--- src/sv/pqec_pkg.sv ---
// ----------------------------------------------------------------------------
// pqec_pkg: shared types, palette and helpers for the palette quantizer
// Holds the fixed 16-entry palette, channel and error widths, and the
// candidate type used by the nearest-color compare tree.
// ----------------------------------------------------------------------------
package pqec_pkg;

   localparam int PAL_DEPTH        = 16;
   localparam int PAL_IDX_W        = 4;
   localparam int PALETTE_SIZE_DEF = 16;
   localparam int CH_W             = 8;
   localparam int ERR_W            = 11;
   localparam int SUM_W            = 12;
   localparam int KEY_W            = 24;
   localparam int ADJ_MIN          = -512;
   localparam int ADJ_MAX          = 767;
   localparam int ERR_LIM          = 767;
   localparam int REQ_TDATA_W      = 24;
   localparam int RSP_TDATA_W      = 32;
   localparam int RSP_PAD_W        = RSP_TDATA_W - 3 * CH_W - PAL_IDX_W;

   localparam logic [CH_W-1:0] PAL_RED [PAL_DEPTH] = '{
      8'd0, 8'd0, 8'd255, 8'd255, 8'd0, 8'd0, 8'd255, 8'd255,
      8'd128, 8'd0, 8'd128, 8'd128, 8'd0, 8'd0, 8'd128, 8'd64};
   localparam logic [CH_W-1:0] PAL_GREEN [PAL_DEPTH] = '{
      8'd0, 8'd0, 8'd0, 8'd0, 8'd255, 8'd255, 8'd255, 8'd255,
      8'd128, 8'd0, 8'd0, 8'd0, 8'd128, 8'd128, 8'd128, 8'd64};
   localparam logic [CH_W-1:0] PAL_BLUE [PAL_DEPTH] = '{
      8'd0, 8'd255, 8'd0, 8'd255, 8'd0, 8'd255, 8'd0, 8'd255,
      8'd128, 8'd128, 8'd0, 8'd128, 8'd0, 8'd128, 8'd0, 8'd64};

   typedef logic signed [ERR_W-1:0] s11_type;

   typedef struct packed {
      s11_type red;
      s11_type green;
      s11_type blue;
   } rgb_s11_type;

   typedef struct packed {
      logic                        valid;
      logic [PAL_IDX_W-1:0]        idx;
      logic signed [KEY_W-1:0]     key;
   } cand_type;

   typedef struct packed {
      logic [PAL_IDX_W-1:0] idx;
      logic [CH_W-1:0]      red;
      logic [CH_W-1:0]      green;
      logic [CH_W-1:0]      blue;
      rgb_s11_type          err;
   } choice_type;

   // Keep the left (lower index) candidate unless it is invalid or the right one is strictly closer.
   function automatic cand_type pick(cand_type a, cand_type b);
      cand_type w;
      w = a;
      if (b.valid && (!a.valid || (b.key < a.key))) begin
         w = b;
      end
      return w;
   endfunction

endpackage

--- src/sv/pqec_adjust.sv ---
// ----------------------------------------------------------------------------
// pqec_adjust: add carried error to a pixel and saturate
// Each channel gets its error added and is clamped to -512..767.
// ----------------------------------------------------------------------------
module pqec_adjust (
   input  logic [pqec_pkg::CH_W-1:0] red,
   input  logic [pqec_pkg::CH_W-1:0] green,
   input  logic [pqec_pkg::CH_W-1:0] blue,
   input  pqec_pkg::rgb_s11_type     err,
   output pqec_pkg::rgb_s11_type     adj
);

   function automatic pqec_pkg::s11_type sat_add(logic [pqec_pkg::CH_W-1:0] px,
                                                 pqec_pkg::s11_type e);
      logic signed [pqec_pkg::SUM_W-1:0] s;
      pqec_pkg::s11_type                 r;
      s = signed'({{(pqec_pkg::SUM_W - pqec_pkg::CH_W){1'b0}}, px})
          + pqec_pkg::SUM_W'(e);
      if (s < pqec_pkg::SUM_W'(pqec_pkg::ADJ_MIN)) begin
         r = pqec_pkg::ERR_W'(pqec_pkg::ADJ_MIN);
      end else if (s > pqec_pkg::SUM_W'(pqec_pkg::ADJ_MAX)) begin
         r = pqec_pkg::ERR_W'(pqec_pkg::ADJ_MAX);
      end else begin
         r = s[pqec_pkg::ERR_W-1:0];
      end
      return r;
   endfunction

   always_comb begin
      adj.red   = sat_add(red, err.red);
      adj.green = sat_add(green, err.green);
      adj.blue  = sat_add(blue, err.blue);
   end

endmodule

--- config.mk ---
export PLATFORM = sky130hd
export DESIGN_NAME = pqec_adjust
export DESIGN_NICKNAME = d
export VERILOG_FILES = /design/src/sv/pqec_pkg.sv /design/src/sv/pqec_adjust.sv
export SDC_FILE = /design/constraint.sdc
export NUM_CORES = 1
export LEC_CHECK = 0
export ABC_CLOCK_PERIOD_IN_PS = 3500
export BUFFER_PORTS_ARGS = -buffer_cell sky130_fd_sc_hd__buf_2
export CAP_MARGIN = 20
export CELL_PAD_IN_SITES_DETAIL_PLACEMENT = 0
export CELL_PAD_IN_SITES_GLOBAL_PLACEMENT = 1
export CORE_MARGIN = 3
export CORE_UTILIZATION = 35
export DETAILED_ROUTE_END_ITERATION = 8
export PLACE_DENSITY_LB_ADDON = 0.1
export SLEW_MARGIN = 5
export SYNTH_ARGS = -nofsm -noshare
export SYNTH_HDL_FRONTEND = slang
export SYNTH_SLANG_ARGS = --single-unit
--- constraint.sdc ---
create_clock -name vclk -period 3.5
set_input_delay 0.175 -clock vclk [all_inputs]
set_output_delay 0.175 -clock vclk [all_outputs]
set_load 0.005 [all_outputs]
Yosys cells after proc, flatten, opt, wreduce, memory -nomap -nowiden --
Index checks and enable logic that the tools add are counted.
Storage, ports and cells: bits in registers 0, word-level logic and storage cells 15, bits in writable memories 0, memories kept 0, latch bits 0, output and inout bits 33, ROM bits 0
Cells by class: bitwise logic cells 0, reductions and logical operators 0, $add $sub $neg 3, multiplexer cells 6, divide/modulo/power cells 0, shift-type cells 0, $mul 0, $lt $le $gt $ge 6, eq/ne operators 0
Operators by type and width (count):
- $mux 11 | 6
- $add 9x11->12 | 3
- $gt 12x11->1 const B | 3
- $lt 12x10->1 const B | 3

Logic depth before layout (Yosys ltp) --
Gate-level depths: netlist of the first run.
depth in word-level cells 4, depth in mapped cells 10, mapped depth without buffers 9

Worst setup path before layout of the first run --
OpenSTA, ideal clock, no wires.
path kind in2out, start input red[0] (netlist bit), end output adj[29] (netlist bit), path slack 1.417 ns, arrival time 1.908 ns, required time 3.325 ns, cell stages on the path 9, path buffers 0, cells stage by stage ha_1 -> inv_1 -> fa_1 -> nand2b_1 -> a21o_1 -> a21oi_1 -> o21ai_0 -> a31oi_4 -> nand2_1
RTL lines:
- from (decl) | RTL line pqec_adjust.sv:6 | input logic [pqec_pkg::CH_W-1:0] red,
- to (decl) | RTL line pqec_adjust.sv:10 | output pqec_pkg::rgb_s11_type adj

==> results of run 1 <==
[final cells by class]
cell class / count / share of cell area (%)
Inverter: 15 / 2.54
Multi-Input combinational cell: 217 / 73.4
Tap cell: 65 / 3.67
Timing Repair Buffer: 90 / 20.3
[metal layers]
layer  track usage, %  wire length (µm)  vias up
li1                 -                 -     1043
met1             21.4              2260      869
met2             25.7              2070       56
met3             1.42               292        0
met4                0                 0        0
met5                0                 0        -
[power by group]
group          internal, µW  switching [µW]  leakage [µW]  total, µW
Sequential                0               0             0          0
Combinational           211             223       0.00109        433
Clock                     0               0             0          0
Total                   211             223       0.00109        433
[worst max-delay path, stage by stage]
cell	delay, ns
buf_2	0.08
ha_1	0.21
inv_1	0.07
fa_1	0.38
nand2b_1	0.19
a21o_1	0.23
a21oi_1	0.30
o211ai_1	0.35
nand3_1	0.20
nand2_1	0.06
buf_2	0.13
[worst paths after layout]
path | startpoint | depth (start not counted) | endpoint
max | red[0] | 11 | adj[24]
min | err[19] | 3 | adj[21]
[Yosys cell counts (all sizes together), types with 4 or more instances]
| cell type | count | area [µm²] |
|---|---|---|
| ha | 24 | 300 |
| a21oi | 20 | 100 |
| nand2 | 19 | 73.8 |
| o21ai | 17 | 100 |
| nor2 | 16 | 60.1 |
| inv | 15 | 56.3 |
| xnor2 | 15 | 131 |
| o21a | 13 | 97.6 |
| nor3 | 10 | 55.1 |
| o211ai | 10 | 80.1 |
| xor2 | 10 | 87.6 |
| a21o | 9 | 67.6 |
| nand2b | 9 | 56.3 |
| a211oi | 6 | 55.1 |
| nand3 | 6 | 35.0 |
| a31oi | 4 | 55.1 |
| buf | 4 | 35.0 |
| nor2b | 4 | 32.5 |
[cells by family after synthesis]
group	synth area share, %
XOR/XNOR	12.7
adder cells (fa/ha/maj)	20.8
AND/OR/NAND/NOR	23.4
AO/OA/AOI/OAI	37.1
buffers and inverters	6.00
[through the flow]
stage          area (µm²)  util [%]  std cells
2_1_floorplan        1730         -        239
3_3_place_gp         2210      48.5        387
3_5_place_dp         2210      48.5        387
4_1_cts              2210      48.5        387
5_1_grt              2210      48.5        387
6_report             2210      48.5        387
==> flow_summary.toml, run 1 <==
[status]
status = "completed"

[route]
drc = 0
antenna_left = 0
drt-initial-drc-count = 74
first_pass_iters = 4
via_per_inst = 5.09
wl_per_cell_um = 12.0
drt-total-wl_um = 4630
routed-via-count = 1968

[pwr]
power.total_uw = 433
vdd_ir_drop_max_mv = 0.0837
power_density_nw_per_um2 = 196
p_leak_uw = 0.00109

[yosys]
ys_seq_area_share_pct = 0
netlist-cell-type-count = 51
syn_avg_cell_area_um2 = 7.24
yosys_warnings = 0
synthesis.area_um2 = 1730
synth_cells = 239
synth_nets = 323

[timing]
fin_crit_sh_pct = 72.9
whs_ns = 0.704
max_freq_mhz = 392
rsz0062_at_grt = "no"
finalSetupTns_ns = 0
maxSlewHeadroom_pct = 50.3
finalWorstSetupSlack_ns = 0.948
slew_viol_final = 0
tightest_slew_ns = 0.742
setup_viol = 0
hold_violations = 0
period_minus_slack_ns = 2.55

[clocking]
post_cts_buffers = 0
cts_hold_buf = 0
cts_resized = 0

[cells_and_area]
drive_above_1_share_pct = 32.3
syn2layout_area_growth_pct = 28.0
seqCellArea_um2 = 0
fillCellCount = 490
final_common_cell = "buf_2"
nets = 408
multi_input_area_um2 = 1630
seq_cell_count = 0
mostFrequentLayoutCells = "90 x buf_2, 24 x ha_1, 20 x a21oi_1, 18 x nand2_1, 16 x nor2_1"
diodes = 0
clock_buffers = 0

[global_routing]
antenna_found_initial = 0
grt_pass1_wl_um = 7880
grt_pass1_vias = 1820
gr-total-overflow = 0
grt_max_degree = 10
grt.total_usage_pct = 14.9

[floorplanning]
io_pins = 90
start_util_pct = 37.9
die_w_um = 76.3
core_um2 = 4560
die_h_um = 76.3
die_area_um2 = 5820
num_rows = 24

[placement]
port_buffers = 90
pre_cts_slack_ns = 0.930
gp_congestion = 0.795
dp_hpwl_um = 3970

[min_path]
hold_class = "in -> out"

[worst_setup_path]
cp_data_arrival_time_ns = 2.38
path_max_fanout = 8
critPathLaunchType = "input port"
path_class = "in -> out"
crit_required_ns = 3.32
cp-end-kind = "output port"

[job]
maxCapViolations = 0
(Power assumes the default switching activity.)
==> run 2: changes to the inputs <==
ABC_AREA = 1   (was default)
ABC_CLOCK_PERIOD_IN_PS = 2500   (was 3500)
CORE_UTILIZATION = 32   (was 35)
clock period = 2.5 ns   (was 3.5 ns; I/O delays follow)
==> flow_summary.toml, run 2 <==
[cells_and_area]
seqCellArea_um2 = 0
final_common_cell = "nand2_1"
multi_input_area_um2 = 1620
syn2layout_area_growth_pct = 28.6
nets = 487
seq_cell_count = 0
design_area_um2 = 2380
diodes = 0
fillCellCount = 646
drive_above_1_share_pct = 38.7
clock_buffers = 0
mostFrequentLayoutCells = "91 x nand2_1, 90 x buf_2, 50 x inv_1, 24 x ha_1, 23 x nand2_2"
post-route-util_pct = 43.0

[yosys]
synth_cells = 312
yosys_warnings = 0
netlist-cell-type-count = 25
ys_seq_area_share_pct = 0
synth_common_cells = "91 x nand2_1, 50 x inv_1, 24 x ha_1"
yosysTopAreaCell = "nand2_1"
syn_avg_cell_area_um2 = 5.94
synth_nets = 396
ys_top_cells_by_area = "nand2_1 18%, ha_1 16%, inv_1 10%"
synthesis.area_um2 = 1850
yosysMostFrequentCell = "nand2_1"
synth.top_cell.area_share_pct = 18.4

[clocking]
post_cts_buffers = 0
cts_resized = 0
cts_hold_buf = 0

[timing]
tightest_slew_ns = 0.327
max_freq_mhz = 468
maxSlewHeadroom_pct = 78.2
hold_violations = 0
fin_crit_sh_pct = 85.5
setup_viol = 0
slew_viol_final = 0
rsz0062_at_grt = "no"
whs_ns = 0.603
finalWorstSetupSlack_ns = 0.363
finalSetupTns_ns = 0
period_minus_slack_ns = 2.14

[pwr]
power_density_nw_per_um2 = 270
p_leak_uw = 0.00145
vdd_ir_drop_max_mv = 0.107

[global_routing]
met3_usage_pct = 0.325
grt_pass1_wl_um = 7710
gr-total-overflow = 0
met1_usage_pct = 18.2
antenna_found_initial = 0
grt-busiest-layer = "met2"
grt_use_met2_pct = 26.1
grt_pass1_vias = 1870
grt.total_usage_pct = 13.7
grt_max_degree = 10

[worst_setup_path]
path_class = "in -> out"
cp-end-kind = "output port"
crit_cells = 16
path_buf_inv = 4
cp_slowest_stage_delay_ns = 0.40
cp_data_arrival_time_ns = 2.01
crit_chain = "buf_2, ha_1, inv_1, fa_1, inv_1, nand2_1, nand2_1, nand3_1, nand2_2, nand2_2, nand2_2, nand3_2, nand2_2, nand2_4, a21oi_2, buf_2"
cpMaxStageDelayCell = "fa_1"
critPathLaunchType = "input port"
cp-endpoint = "adj[13]"
cp_top_family = "simple AND/OR/NAND/NOR gates"
cp-startpoint = "green[0]"
cp_common_cell = "nand2_2"
crit_required_ns = 2.38
path_max_fanout = 9

[floorplanning]
num_rows = 27
die_w_um = 82.1
io_pins = 90
core_um2 = 5540
die_area_um2 = 6740
die_h_um = 82.1
start_util_pct = 33.4

[route]
drt-initial-drc-count = 37
via_per_inst = 4.42
routed-via-count = 2091
antenna_left = 0
drt-total-wl_um = 4940
wl_per_cell_um = 10.4
drc = 0
first_pass_iters = 4

[placement]
dp_hpwl_um = 4510
gp_congestion = 0.799
pre_cts_slack_ns = 0.361
place_area_um2 = 2380
port_buffers = 90

[job]
maxCapViolations = 0

[status]
status = "completed"

[min_path]
hold_class = "in -> out"
==> run 2: cell count changes after synthesis, sizes merged, moves of 5 or more <==
cell,before,now
nand2,19,118
a21oi,20,26
a211oi,6,0
a21o,9,0
nand3,6,26
nor3,10,0
o21a,13,0
o21ai,17,4
o211ai,10,0
nor2,16,21
inv,15,57
xnor2,15,6
nand2b,9,0
==> run 2: final cells by class <==
type / count / area share [%]
Multi-Input combinational cell: 254 / 68.0
Inverter: 57 / 9.30
Tap cell: 72 / 3.78
Timing Repair Buffer: 90 / 18.9
==> run 2: cell families after synthesis <==
kind of cell,share of synthesized area (%)
AOI/OAI and AO/OA,15.2
adders and majority gates,19.4
and+or+nand+nor,44.3
xor gates and xnor gates,8.51
buffers and inverters,12.6
==> run 2: worst min path at each step <==
stage / from / end / slack, ns / depth (start not counted)
after floorplan: err[10] / adj[10] / 0.38 / 2
after global placement: err[32] / adj[32] / 0.61 / 4
after detailed placement: err[32] / adj[32] / 0.61 / 4
after CTS: err[10] / adj[10] / 0.61 / 4
after global routing: err[10] / adj[10] / 0.63 / 4
final: err[10] / adj[10] / 0.60 / 4
==> run 2: layer usage <==
layer  up-vias  part of all wire, %
met5         -                    0
met4         0                    0
met3         0                  4.8
met2        51                   48
met1       870                   47
li1       1170                    -
==> run 2: through the flow <==
| step | power, µW | instances |
|---|---|---|
| floorplan | 440 | 312 |
| global placement | 650 | 473 |
| detailed placement | 653 | 473 |
| CTS | 655 | 473 |
| global route | 725 | 473 |
| finish | 643 | 473 |
==> run 2: report_power, final <==
group	internal, µW	switching, µW	leakage [µW]	total, µW
clock	0	0	0	0
sequential	0	0	0	0
combinational	282	362	0.00145	643
total	282	362	0.00145	643
==> run 3: changes to the inputs <==
ABC_CLOCK_PERIOD_IN_PS = 1740   (was 2500)
CORE_UTILIZATION = 29   (was 32)
clock period = 1.74 ns   (was 2.5 ns; I/O delays follow)
==> flow_summary.toml, run 3 (same netlist as run 2, synthesis figures left out) <==
[timing]
fin_crit_sh_pct = 104
period_minus_slack_ns = 1.82
hold_violations = 0
tightest_slew_ns = 0.234
maxSlewHeadroom_pct = 84.3
setup_viol = 20
whs_ns = 0.547
max_freq_mhz = 550
finalWorstSetupSlack_ns = -0.0777
finalSetupTns_ns = -0.626
rsz0062_at_grt = "yes"
slew_viol_final = 0

[floorplanning]
die_area_um2 = 7380
start_util_pct = 30.6
core_um2 = 6060
io_pins = 90
die_w_um = 85.9
num_rows = 28
die_h_um = 85.9

[global_routing]
antenna_found_initial = 0
grt_pass1_wl_um = 9380
grt_pass1_vias = 2268
grt.total_usage_pct = 14.6
grt_max_degree = 9
gr-total-overflow = 0

[worst_setup_path]
critPathLaunchType = "input port"
path_max_fanout = 4
cp_data_arrival_time_ns = 1.73
cp-startpoint = "blue[0]"
path_class = "in -> out"
crit_required_ns = 1.65
cp-end-kind = "output port"

[job]
maxCapViolations = 0

[cells_and_area]
instances_no_fill = 541
seq_cell_count = 0
drive_above_1_share_pct = 63.3
final_common_cell = "buf_2"
diodes = 0
seqCellArea_um2 = 0
syn2layout_area_growth_pct = 88.7
mostFrequentLayoutCells = "84 x buf_2, 64 x nand2_1, 58 x buf_4, 44 x inv_1, 35 x nand2_2"
nets = 552
clock_buffers = 0

[pwr]
power.total_uw = 1360
vdd_ir_drop_max_mv = 0.195
power_density_nw_per_um2 = 388
p_leak_uw = 0.00186

[min_path]
hold_class = "in -> out"
worstHoldStart = "err[22]"

[placement]
gp_congestion = 0.773
port_buffers = 90
dp_cells = 521
dp_hpwl_um = 4660
pre_cts_slack_ns = -0.249

[route]
wl_per_cell_um = 11.2
drt-initial-drc-count = 41
via_per_inst = 4.47
drt-total-wl_um = 6060
antenna_left = 0
drc = 0
routed-via-count = 2417
first_pass_iters = 4

[status]
violations = "negative setup slack"
status = "finished with violations"
-- run 3: layout make-up --
class,instances,area (µm²)
Fill cell,595,2560
Multi-Input combinational cell,257,2180
Timing Repair Buffer,152,993
Inverter,57,231
Tap cell,75,93.8
-- run 3: worst max-delay path, cell delays in order --
cell	delay, ns
buf_8	0.07
ha_4	0.14
inv_4	0.03
fa_2	0.34
inv_2	0.06
nand2_2	0.05
nand2_2	0.08
nand3_4	0.09
nand2_4	0.11
nand3_1	0.12
nand2_4	0.11
nand2_4	0.08
nand2_4	0.10
nand2_2	0.05
nor2_1	0.07
buf_2	0.11
-- run 3: path summary, 6_finish.rpt --
kind | to | slack (ns) | cells past startpoint
setup / recovery | adj[8] | -0.08 | 16
hold / removal | adj[22] | 0.55 | 5
-- run 3: stage by stage --
| stage | utilization [%] | area, µm² |
|---|---|---|
| 3_3_place_gp | 44.9 | 2720 |
| 6_report | 57.7 | 3500 |
| 3_5_place_dp | 44.9 | 2720 |
| 5_1_grt | 57.7 | 3500 |
| 2_1_floorplan | - | 1850 |
| 4_1_cts | 51.2 | 3100 |
-- run 3: report_power, final --
part           internal (µW)  total [µW]  switching [µW]
Sequential                 0           0               0
Clock                      0           0               0
Combinational            678        1360             680
-- run 3: timing repair --
action | in CTS | in global routing
hold endpoints to repair | 0 | 0
gates resized for setup | 54 | 65
pin swaps | 29 | 47
gates cloned | 3 | 0
hold buffers | 0 | 0
setup buffers | 10 | 9
setup endpoints to repair | 30 | 31
-- run 3: per-layer routing --
layer | GRT usage [%] | wire [µm] | vias up
met4 | 0.576 | 0 | 0
li1 | - | - | 1296
met2 | 28.0 | 3180 | 54
met3 | 0.0961 | 264 | 0
met5 | 0 | 0 | -
met1 | 19.1 | 2620 | 1067
